`config.mk`:
```
export PLATFORM = sky130hd
export DESIGN_NAME = lut3_addr
export DESIGN_NICKNAME = d
export VERILOG_FILES = /design/src/rtl/lut3_pkg.sv /design/src/rtl/lut3_addr.sv
export SDC_FILE = /design/constraint.sdc
export NUM_CORES = 2
export LEC_CHECK = 0
export ABC_AREA = 1
export BUFFER_PORTS_ARGS = -buffer_cell sky130_fd_sc_hd__buf_2
export CORE_MARGIN = 4
export CORE_UTILIZATION = 38
export DETAILED_ROUTE_END_ITERATION = 16
export SETUP_SLACK_MARGIN = 0.2
export SKIP_CTS_REPAIR_TIMING = 1
export SLEW_MARGIN = 0
export SYNTH_ARGS = -nofsm -noshare
export SYNTH_HDL_FRONTEND = slang
export SYNTH_SLANG_ARGS = --single-unit
export TNS_END_PERCENT = 50
```
`constraint.sdc`:
```
create_clock -name aclk -period 9.74 [get_ports aclk]
set_input_delay 0.487 -clock aclk [delete_from_list [all_inputs] [get_ports aclk]]
set_output_delay 0.487 -clock aclk [all_outputs]
set_load 0.1 [all_outputs]
```
`src/rtl/lut3_pkg.sv`:
```
// types, constants and code values shared by the 3d lut color map
// depends on nothing
`timescale 1ns / 1ps

package lut3_pkg;

    localparam int MAX_GRID  = 33;
    localparam int FRAC_BITS = 16;
    localparam int DEPTH     = MAX_GRID * MAX_GRID * MAX_GRID;
    localparam int ADDR_W    = $clog2(DEPTH);
    localparam int COMP_W    = 17;
    localparam int GRID_W    = 6;
    localparam int IDX_W     = 16;
    localparam int ENTRY_W   = 3 * COMP_W;
    localparam int FRAC_W    = COMP_W + GRID_W;
    localparam int GROW_W    = COMP_W + GRID_W - FRAC_BITS + 1;
    localparam int V1_W      = COMP_W + 1 + GROW_W;
    localparam int V2_W      = V1_W + GROW_W;
    localparam int V3_W      = V2_W + GROW_W;
    localparam int ONE_FX    = 1 << FRAC_BITS;
    localparam int OUT_TOP   = (ONE_FX < (1 << COMP_W) - 1) ? ONE_FX : (1 << COMP_W) - 1;
    localparam int CFG_DATA_W = GRID_W;

    localparam logic CMD_WRITE = 1'b0;
    localparam logic CMD_PIXEL = 1'b1;

    localparam logic REG_GRID_SIZE = 1'b0;
    localparam logic REG_BYPASS    = 1'b1;

    typedef struct packed {
        logic              command;
        logic [IDX_W-1:0]  entry_index;
        logic [COMP_W-1:0] red;
        logic [COMP_W-1:0] green;
        logic [COMP_W-1:0] blue;
    } pix_in_t;

    typedef struct packed {
        logic [COMP_W-1:0] out_red;
        logic [COMP_W-1:0] out_green;
        logic [COMP_W-1:0] out_blue;
    } pix_out_t;

    typedef struct packed {
        logic                         valid;
        logic                         cmd;
        logic [IDX_W-1:0]             idx;
        logic [2:0][COMP_W-1:0]       comp;
        logic [2:0][FRAC_W-1:0]       frac;
        logic [7:0][ADDR_W-1:0]       addr;
    } addr_req_t;

    typedef struct packed {
        logic                         valid;
        logic                         cmd;
        logic [2:0][COMP_W-1:0]       comp;
        logic [2:0][FRAC_W-1:0]       frac;
    } blend_in_t;

    typedef struct packed {
        logic                         valid;
        logic                         cmd;
        logic [2:0][COMP_W-1:0]       comp;
        logic [2:0][V3_W-1:0]         val;
    } blend_out_t;

endpackage

```
`src/rtl/lut3_addr.sv`:
```
// input register, lattice coordinate scaling and corner address stages
// depends on lut3_pkg
`timescale 1ns / 1ps

module lut3_addr (
    input  logic                       aclk,
    input  logic                       aresetn,
    input  logic                       en,
    input  logic                       in_valid,
    input  lut3_pkg::pix_in_t          in_data,
    input  logic [lut3_pkg::GRID_W-1:0] grid,
    output lut3_pkg::addr_req_t        req
);

    localparam int GW = lut3_pkg::GRID_W;
    localparam int CW = lut3_pkg::COMP_W;
    localparam int FW = lut3_pkg::FRAC_W;
    localparam int FB = lut3_pkg::FRAC_BITS;
    localparam int AW = lut3_pkg::ADDR_W;
    localparam int BW = FW - FB;

    // stage 1
    logic              v1_reg;
    lut3_pkg::pix_in_t d1_reg;

    // stage 2
    logic                   v2_reg;
    logic                   cmd2_reg;
    logic [lut3_pkg::IDX_W-1:0] idx2_reg;
    logic [2:0][CW-1:0]     comp2_reg;
    logic [2:0][GW-1:0]     base2_reg, base2_next;
    logic [2:0][FW-1:0]     frac2_reg, frac2_next;

    // stage 3
    lut3_pkg::addr_req_t    req_reg, req_next;

    logic [GW-1:0]          nsat;
    logic [2*GW-1:0]        nn_reg;
    logic [2:0][CW-1:0]     comp1;
    logic [FW-1:0]          coord [3];
    logic [BW-1:0]          cbase [3];
    logic [1:0][3*GW-1:0]   gn;
    logic [1:0][3*GW-1:0]   bnn;
    logic [GW-1:0]          ri [2];
    logic [3*GW-1:0]        asum [8];

    always_comb begin
        if (grid < GW'(2)) begin
            nsat = GW'(2);
        end else if (grid > GW'(lut3_pkg::MAX_GRID)) begin
            nsat = GW'(lut3_pkg::MAX_GRID);
        end else begin
            nsat = grid;
        end
    end

    assign comp1 = {d1_reg.red, d1_reg.green, d1_reg.blue};

    always_comb begin
        for (int k = 0; k < 3; k++) begin
            coord[k] = FW'(comp1[2-k]) * FW'(nsat - GW'(1));
            cbase[k] = coord[k][FW-1:FB];
            if (cbase[k] > BW'(nsat - GW'(2))) begin
                base2_next[k] = nsat - GW'(2);
            end else begin
                base2_next[k] = cbase[k][GW-1:0];
            end
            frac2_next[k] = coord[k] - FW'({base2_next[k], FB'(0)});
        end
    end

    always_comb begin
        for (int j = 0; j < 2; j++) begin
            ri[j]  = base2_reg[0] + GW'(j);
            gn[j]  = (3*GW)'(base2_reg[1] + GW'(j)) * (3*GW)'(nsat);
            bnn[j] = (3*GW)'(base2_reg[2] + GW'(j)) * (3*GW)'(nn_reg);
        end
        for (int k = 0; k < 8; k++) begin
            asum[k] = (3*GW)'(ri[(k >> 2) & 1]) + gn[(k >> 1) & 1] + bnn[k & 1];
        end
        req_next.valid = v2_reg;
        req_next.cmd   = cmd2_reg;
        req_next.idx   = idx2_reg;
        req_next.comp  = comp2_reg;
        req_next.frac  = frac2_reg;
        for (int k = 0; k < 8; k++) begin
            req_next.addr[k] = asum[k][AW-1:0];
        end
    end

    always_ff @(posedge aclk) begin
        nn_reg <= (2*GW)'(nsat) * (2*GW)'(nsat);
        if (!aresetn) begin
            v1_reg        <= 1'b0;
            v2_reg        <= 1'b0;
            req_reg.valid <= 1'b0;
        end else if (en) begin
            v1_reg        <= in_valid;
            v2_reg        <= v1_reg;
            req_reg.valid <= req_next.valid;
        end
        if (en) begin
            d1_reg    <= in_data;
            cmd2_reg  <= d1_reg.command;
            idx2_reg  <= d1_reg.entry_index;
            comp2_reg <= {comp1[0], comp1[1], comp1[2]};
            base2_reg <= base2_next;
            frac2_reg <= frac2_next;
            req_reg.cmd  <= req_next.cmd;
            req_reg.idx  <= req_next.idx;
            req_reg.comp <= req_next.comp;
            req_reg.frac <= req_next.frac;
            req_reg.addr <= req_next.addr;
        end
    end

    assign req = req_reg;

endmodule

```
==> results.yml <==
synth:
  seq_area_frac_synth_pct: 32.79
  ys_types: 65
  yosys_warnings: 0
  ys_ff_latch: 502
  async_flop_share_pct: 0
  synth_ff_type: "edfxtp_1"
  synth_top_area_share_pct: 32.18
  synth_top_area_cell: "edfxtp_1"
  syn_area_um2: 45540
  synth_cells: 4704
  synth_edf_count: 488
  synth_area_per_cell_um2: 9.681
  synth.area.top_cells: "edfxtp_1 (32%), fa_1 (22%), ha_1 (12%)"
finish:
  multi_input_area_um2: 26520
  drive_gt1_share_pct: 11.61
  final_common_cell: "inv_1"
  final_area_um2: 52400
  num-fill-cells: 11400
  syn2layout_area_growth_pct: 15.07
  layout_common_cells: "inv_1 (1019), nand2_1 (859), fa_1 (499)"
  final_core_util_pct: 44.20
  ff_latch_area_um2: 14930
  largest_reg_flops: 266
  nNetsFinal: 6220
sta:
  slew-limit-headroom_pct: 20.08
  hold_viol: 0
  worst_slew_pin_slew_ns: 1.199
  setup_viol_count_final: 0
  hold-worst-slack_ns: 0.03471
  fin_crit_sh_pct: 92.35
  rsz0062_at_grt: "no"
  period_needed_ns: 8.995
  slew_violations: 0
  fin_skew_ns: 0.04194
  fmax_mhz: 111.2
placement:
  dpl_cell_area_um2: 49620
  hpwl_mm: 97.02
  place_congestion: 0.9127
  numPortBuffers: 343
die:
  die_h_um: 354.2
  core_area_um2: 118600
  row_count: 126
  start_util_pct: 38.41
  dieArea_um2: 125400
  die_x_um: 354.2
  ios: 344
grt:
  grt_pass1_vias: 32970
  grt.total_usage_pct: 18.95
  grt_pass1_wl_mm: 186.2
  grt_max_degree: 152
  grt_antenna_before_repair: 4
  grt_overflow_total: 0
drt:
  dr_wl_met3_mm: 7.729
  vias_per_cell: 4.794
  num_vias: 32840
  dr.pass1.iters: 6
  wl_per_cell_um: 17.52
  finalWirelength_mm: 120.0
  drt_iter0_markers: 2215
  wl_met2_mm: 54.86
  routed.top_layer: "met5"
  drc: 0
  wl_met1_mm: 53.32
  ant_nets: 0
clock_network:
  clk_latency_ns: 0.69
  cts_buffer_depth: 3
  cts_root_buffer: "clkbuf_16"
  clkTransAtPathRegs_ns: 0.06
  cts.htree.levels: 2
  cts_inserted_buffers: 59
  cts_sinks: 502
  tritoncts: "done"
worst_setup_path:
  cp.required_ns: 10.16
  cp_max_fo: 7
  worst_path_most_repeated_cell: "nand2_1"
  crit_type: "primary input to flip-flop"
  start_kind: "primary input"
  critPathArrivalTime_ns: 9.41
  critPathMaxStageDelay_ns: 0.56
  crit_slowest_cell: "fa_1"
  cp-end-kind: "flip-flop"
worst_hold_path:
  hold_path.class: "primary input to flip-flop"
run:
  maxCapViolCount: 0
status:
  outcome: "complete, no violations"
-- cells by family after synthesis --
logic type,Yosys count,share of synthesized area [%]
buffers and inverters,1103,9.259
AOI/OAI and AO/OA,434,5.457
other,2,0.01649
DFF,502,32.79
xor gates and xnor gates,272,5.338
adders and majority gates,945,34.19
and+or+nand+nor,1446,12.94
-- cell usage after synthesis, drive strengths merged, types with 2 or more instances --
cell and instances:
or2 8, clkbuf 46, nand3b 13, a211oi 4, and2 4, xor2 185, nand4 27, fa 499
a21oi 236, edfxtp 488, o21bai 21, nand3 117, o2111ai 10, o211ai 10, nand2 875, dfxtp 14
o311ai 2, a31o 2, a21o 18, nor3 26, inv 1033, a31oi 8, xnor2 87, and3 3
conb 2, o21a 6, buf 23, o21ai 104, ha 446, o31ai 6, o22ai 2, nor2 371
-- metrics by stage --
stage	setup WS, ns	TNS [ns]	std cells
floorplan	0.2081	0	4718
global placement	0.1231	0	6667
detailed placement	-0.06288	-0.06800	6667
CTS	0.6734	0	6777
global route	0.1897	0	6847
finish	0.7447	0	6849
-- worst max-delay path, delay by kind of cell --
| kind | cells | cell delay (ns) |
|---|---|---|
| buffers and inverters | 15 | 1.46 |
| AOI/OAI and AO/OA | 5 | 0.63 |
| adders and majority gates | 11 | 4.51 |
| xor gates and xnor gates | 1 | 0.31 |
| and+or+nand+nor | 23 | 1.98 |
-- worst paths after layout --
kind / startpoint / to / slack [ns] / depth (start not counted)
worst max-delay path: grid[2] / frac2_reg[22] / 0.74 / 55
worst min-delay path: in_data[56] / d1_reg[56] / 0.03 / 1
worst max register to register: comp1[36] / frac2_reg[22] / 1.49 / 41
worst min register to register: d1_reg[67] / cmd2_reg / 0.41 / 0
-- metal layers --
metal | vias up | GRT usage (%)
met3 | 181 | 3.412
met1 | 15900 | 25.75
met5 | - | 0
met2 | 965 | 30.93
li1 | 15790 | -
met4 | 2 | 5.868
-- final cells by class --
| class | count | share of cell area [%] |
|---|---|---|
| diodes | 3 | 0.01433 |
| clock buffers | 66 | 2.868 |
| clock inverters | 44 | 0.9980 |
| inverters | 1034 | 7.426 |
| multi-input cells | 3114 | 50.60 |
| flip-flops and latches | 502 | 28.50 |
| well taps | 1600 | 3.820 |
| repair buffers | 486 | 5.773 |
Power is not shown: default switching activity piles up to over one toggle a cycle in this logic, so the estimate is an artifact.
