$ cat src/rtl/lut3_ram.sv
// generic single write port, single read port ram with registered read
// depends on nothing
`timescale 1ns / 1ps

module lut3_ram #(
    parameter int WIDTH = 8,
    parameter int DEPTH = 16
) (
    input  logic                     aclk,
    input  logic                     we,
    input  logic [$clog2(DEPTH)-1:0] waddr,
    input  logic [WIDTH-1:0]         wdata,
    input  logic                     re,
    input  logic [$clog2(DEPTH)-1:0] raddr,
    output logic [WIDTH-1:0]         rdata
);

    logic [WIDTH-1:0] mem [DEPTH];
    logic [WIDTH-1:0] rdata_reg;

    always_ff @(posedge aclk) begin
        if (we) begin
            mem[waddr] <= wdata;
        end
        if (re) begin
            rdata_reg <= mem[raddr];
        end
    end

    assign rdata = rdata_reg;

endmodule

$ cat config.mk
export PLATFORM = sky130hd
export DESIGN_NAME = lut3_ram
export DESIGN_NICKNAME = d
export VERILOG_FILES = /design/src/rtl/lut3_ram.sv
export SDC_FILE = /design/constraint.sdc
export NUM_CORES = 1
export LEC_CHECK = 0
export ABC_AREA = 1
export BUFFER_PORTS_ARGS = -buffer_cell sky130_fd_sc_hd__buf_2
export CAP_MARGIN = 20
export CORE_MARGIN = 2
export CORE_UTILIZATION = 55
export DETAILED_ROUTE_END_ITERATION = 10
export GPL_TIMING_DRIVEN = 0
export PLACE_DENSITY = 0.73
export REMOVE_ABC_BUFFERS = 1
export SLEW_MARGIN = 20
export SYNTH_ARGS = -nofsm -noshare
export SYNTH_HDL_FRONTEND = slang
export SYNTH_SLANG_ARGS = --single-unit
$ cat constraint.sdc
create_clock -name aclk -period 1.4 [get_ports aclk]
set_clock_uncertainty 0.1 [all_clocks]
set_input_delay 0.07 -clock aclk [delete_from_list [all_inputs] [get_ports aclk]]
set_output_delay 0.07 -clock aclk [all_outputs]
set_load 0.02 [all_outputs]
==> metrics, run 1 <==
gr ovfl total=0; CTS sink cnt=around 140; Rows=37; CTS tree=done; Residual DRC=0; vias post-DR=approximately 4000; Synth area leader=edfxtp_1; Diodes inserted=0; HP Class=in2reg; die width=around 110 um; IO Port Bufs=26; drt wl/cell=16.9 um; clk root buf=clkbuf_8; GRT Util Overall=a little under a quarter; post-route ant nets=0; Leak=2.87 nW; Via density=between 5 and 6; Crit Path Class=reg2reg; buffers from clock root to sink, at most=2; Period minus WS final=1.29 ns; DP HPWL=approximately 6600 um; Worst Path Arrival=between 1 and 1.5 ns; Clock Latency Late Sink=about 0.53 ns; core region area=roughly 0.010 mm^2; dpl cells=around 700; Fin. Hold Viols=0; Initial Util=56.6%; vias in the first global route=around 3700; top cell type's share of synthesized area=between 60% and 70%; Fin Setup TNS=0 ns; Post-CTS Setup Inserts=0; Crit. End Element=flip-flop; initial antenna violation count=0; Yosys reg bits=between 100 and 150; total power=just under 10 mW; slew margin rel.=31.2%; Ports=27; Synth warnings=0; Peak Freq=just under 800 MHz; Max rail drop VDD=0.794 mV; die extent in y=~110 um; top cells by area, synth=edfxtp_1 (70%), nand2_1 (11%), nand3_1 (8.3%), inv_1 (6.4%), buf_6 (1.2%); period utilisation layout=between 90% and 100%; Clk pin slew, worst setup/hold paths=approximately 0.060 ns; Avg Cell Area, Syn=approximately 11 um^2; Max FO, Critical Path=1; max_cap viols=0; number of CTS-inserted buffers=17; initial drt markers=roughly 320; Final WS setup=roughly 0.11 ns; hold slack=approximately 0.066 ns; largest net degree at the start of global routing=66; final WL=12300 um; sequential share of the synthesized area=between 60% and 70%; Startpoint Class=flip-flop; Post-Syn Instances=about 550; Critical Path RT=roughly 1.6 ns; # nets final=about 600; Netlist Area Pre-Place=0.00585 mm^2; endpoints failing setup=0; status=finished, final reports clean; dpl ws=-0.912 ns; H-tree Lvls=4; RSZ-0062 raised after global routing=no; die area=0.0115 mm^2; Unique masters post-synth=11; Final Non-Filler Cells=731; DR pass1 iterations=5; Final GP Congestion=around 0.8; P&R area growth vs syn=14.9%; layout cell share with drive strength beyond 1=a little under a tenth; Final Slew Violations=0; first-pass GRT wire length=a little under 20000 um; power per cell area=approximately 1500 mW/mm^2; Worst-Margin Slew=between 1 and 1.5 ns; Largest register FFs=roughly 130
final timing paths:
| kind | start | end | slack [ns] | cells past startpoint |
|---|---|---|---|---|
| max reg2reg | mem[15][3]$_DFFE_PP_ | rdata[3]$_DFFE_PP_ | 0.11 | 6 |
| min | raddr[2] | rdata[5]$_DFFE_PP_ | 0.07 | 4 |
| min reg2reg | mem[12][5]$_DFFE_PP_ | rdata[5]$_DFFE_PP_ | 0.65 | 6 |
| max | mem[15][3]$_DFFE_PP_ | rdata[3]$_DFFE_PP_ | 0.11 | 6 |
stage by stage:
stage | cell area (um^2) | util (%)
final | 6720 | 65.1
after global routing | 6720 | 65.1
after CTS | 6710 | 65.0
after detailed placement | 5980 | 58.0
after global placement | 5980 | 57.9
after floorplan | 5680 | -
cells in the mapped netlist:
library cell	count
edfxtp_1	136
inv_1	100
buf_4	4
nand2_1	173
nand3b_1	2
buf_1	1
inv_2	2
nand3_1	97
nor2_1	17
buf_6	6
buf_2	13
power breakdown:
group | leakage, nW | internal (mW) | switching [mW]
registers | 1.24 | 4.59 | 0.0202
clock network | 0.296 | 3.04 | 1.64
logic | 1.34 | 0.158 | 0.397
layout make-up:
| class | instances | area (um^2) |
|---|---|---|
| flip-flops and latches | 136 | 4080 |
| fillers | 731 | 3610 |
| multi-input cells | 289 | 1210 |
| clock buffers | 17 | 414 |
| inverters | 102 | 388 |
| repair buffers | 36 | 239 |
| clock inverters | 15 | 208 |
| well taps | 136 | 170 |
cells in the final DEF, fill, tap and decap left out:
cell type      synthesis  layout
clkbuf_16              0      16
buf_2                 13      24
inv_1                100     100
clkinv_2               0       3
edfxtp_1             136     136
buf_6                  6       1
dlygate4sd3_1          0      10
inv_2                  2       1
clkinv_4               0       1
inv_6                  0       1
clkinvlp_4             0       3
nand3_1               97      97
nand2_1              173     173
clkinv_1               0       3
nand3b_1               2       2
bufinv_16              0       5
clkbuf_8               0       1
buf_4                  4       1
nor2_1                17      17
critical path, cell delays in order, from the launching register on:
cell and delay, ns:
edfxtp_1 0.37, inv_1 0.06, nand2_1 0.05, nand3_1 0.11, nand3_1 0.07, nand3_1 0.14
nand2_1 0.12
metal layers:
layer  track usage, %  vias up  wire length [um]
met3             6.50       35               920
met2             37.7      179              6070
met1             29.4     1835              4960
li1                 -     1843                 -
met4             11.3        0               368
met5                0        -                 0
cells by family (layout without fill, tap and decap cells):
family	Yosys count	in the layout	share of synthesized area, %
AND/OR/NAND/NOR	289	289	20.8
buffers and inverters	126	170	9.39
flip-flops	136	136	69.8
repair_timing:
action | in CTS | in global routing
resized for setup | 3 | 1
setup endpoints to repair | 8 | 6
hold endpoints to repair | 141 | 0
hold buffers | 10 | 0
pin swaps | 0 | 0
(Power assumes the default switching activity.)
==> run 2: changes to the inputs <==
--- a/config.mk
+++ b/config.mk
@@ -9,10 +9,9 @@
 export BUFFER_PORTS_ARGS = -buffer_cell sky130_fd_sc_hd__buf_2
 export CAP_MARGIN = 20
 export CORE_MARGIN = 2
-export CORE_UTILIZATION = 55
+export CORE_UTILIZATION = 31
 export DETAILED_ROUTE_END_ITERATION = 10
 export GPL_TIMING_DRIVEN = 0
-export PLACE_DENSITY = 0.73
 export REMOVE_ABC_BUFFERS = 1
 export SLEW_MARGIN = 20
 export SYNTH_ARGS = -nofsm -noshare
==> constraint.sdc (replaced) <==
create_clock -name aclk -period 1.4 [get_ports aclk]
set_clock_uncertainty 0.1 [all_clocks]
set_input_delay 0.07 -clock aclk [delete_from_list [all_inputs] [get_ports aclk]]
set_output_delay 0.07 -clock aclk [all_outputs]
set_load 0.1 [all_outputs]
==> run 2 against run 1 <==
  * First-iteration DRC count decreased by 30%
  * Worst hold slack got worse by 0.031 ns
  * Largest cell class unchanged
  * Fmax down 2.7%
  * Critical endpoint is now rdata[1]
  * Die area rose by 74%
  * Routed wire length fell by 1.2%
  * Highest routed layer unchanged
==> metrics, run 2 (synthesis results as in run 1) <==
cell internal pwr=between 7 and 8 mW; P&R area growth vs syn=15.0%; DR pass1 iterations=4; Final Instance Area=a little under 0.007 mm^2; status=finished, final reports clean; Final Slew Violations=0; Post-CTS Setup Inserts=0; WP depth=1; sw power=2.04 mW; Initial Util=31.5%; Period minus WS final=roughly 1.3 ns; largest net degree at the start of global routing=between 60 and 70; Residual DRC=0; Final GP Congestion=0.704; Largest register FFs=approximately 130; WHS Path Cells=3; worst path cell trace=buf_2; CTS tree=done; layout cell share with drive strength beyond 1=~8%; total power=approximately 9.2 mW; clk root buf=clkbuf_16; gr ovfl total=0; Worst Path Arrival=between 1 and 1.5 ns; final WL=around 12000 um; Rows=50; delay-heaviest family, CP=buffers and inverters; Worst R2R Path Depth=6; most common cell after layout, fill and taps aside=nand2_1; vias in the first global route=~3600; initial drt markers=~220; power per cell area=between 1000 and 1500 mW/mm^2; endpoints failing setup=0; first-pass GRT wire length=19300 um; # fillers=1801; WP buf/inv=1; period utilisation layout=between 90% and 100%; Crit Path Class=reg2out; dpl ws=-0.788 ns; CTS sink cnt=136; sequential power share=50.3%; IO Port Bufs=26; slew margin rel.=38.0%; drt wl/cell=around 15 um; Ports=27; post-route ant nets=0; hold slack=0.0343 ns; vias post-DR=3619; Clock Latency Late Sink=0.42 ns; Sw Share=approximately 22%; Via density=around 4.4; commonest non-fill, non-tap cells in the layout=nand2_1 (173), edfxtp_1 (136), inv_1 (100), nand3_1 (97), buf_2 (24); Max rail drop VDD=just under 1 mV; dpl cells=just under 800; number of CTS-inserted buffers=17; DP HPWL=between 6000 and 7000 um; core region area=between 0.015 and 0.02 mm^2; Diodes inserted=0; # nets final=600; max_cap viols=0; Startpoint Class=flip-flop; Fin. Hold Viols=0; Crit. End Element=output pin; Clk network pwr share=a little over two fifths; H-tree Lvls=4; Peak Freq=752 MHz; Worst-Margin Slew=between 0.9 and 1 ns; die extent in y=141 um; initial antenna violation count=0; Critical Path RT=about 1.2 ns; slowest stage delay, CP=0.42 ns; slowest CP cell=buf_2; Leak=approximately 2.8 nW; GRT Util Overall=13.1%; HP Class=in2reg; die width=141 um; Final Non-Filler Cells=826; Final WS setup=around 0.07 ns; DP Area=about 0.0061 mm^2; Max FO, Critical Path=1; buffers from clock root to sink, at most=2; RSZ-0062 raised after global routing=no; Clk pin slew, worst setup/hold paths=0.05 ns; die area=approximately 0.02 mm^2; Gate power share=7.3%
==> run 2: final timing paths <==
kind | slack (ns) | to | from
setup / recovery | 0.07 | rdata[1] | rdata[1]$_DFFE_PP_
hold / removal | 0.03 | rdata[1]$_DFFE_PP_ | raddr[3]
setup reg to reg | 0.13 | rdata[0]$_DFFE_PP_ | mem[6][0]$_DFFE_PP_
hold reg to reg | 0.65 | rdata[7]$_DFFE_PP_ | mem[10][7]$_DFFE_PP_
==> run 2: through the flow <==
stage / utilization [%] / TNS (ns)
floorplan: - / 0
global placement: 32.8 / -32.71
detailed placement: 32.9 / -28.92
CTS: 36.1 / 0
global route: 36.2 / 0
finish: 36.2 / 0
==> run 2: repair_timing <==
action                                  in CTS  in global routing
endpoints found under the setup margin       8                  6
endpoints found under the hold margin      136                  0
resized for setup                            4                  3
hold buffers                                 9                  0
==> run 2: area by class of cell <==
class                      count  area, um^2  area share (%)
multi-input combinational    289        1210            18.1
timing repair buffer          35         238            3.54
clock inverter                 7        55.1           0.819
clock buffer                  23         448            6.66
sequential                   136        4080            60.8
tap                          234         293            4.36
inverter                     102         390            5.81
==> run 2: power groups by stage <==
| stage | combinational (mW) | clock [mW] | sequential, mW |
|---|---|---|---|
| floorplan | 0.246 | 0 | 4.84 |
| global placement | 0.648 | 0 | 4.69 |
| detailed placement | 0.652 | 0 | 4.69 |
| CTS | 0.678 | 3.94 | 4.61 |
| global route | 0.738 | 4.11 | 4.62 |
| finish | 0.667 | 3.89 | 4.61 |
==> run 2: layer usage <==
metal | global-route usage [%] | routed length (um) | vias to the layer above
li1 | - | - | 1842
met1 | 16.4 | 5240 | 1648
met2 | 21.0 | 5830 | 102
met3 | 2.97 | 693 | 27
met4 | 7.11 | 406 | 0
met5 | 0 | 0 | -
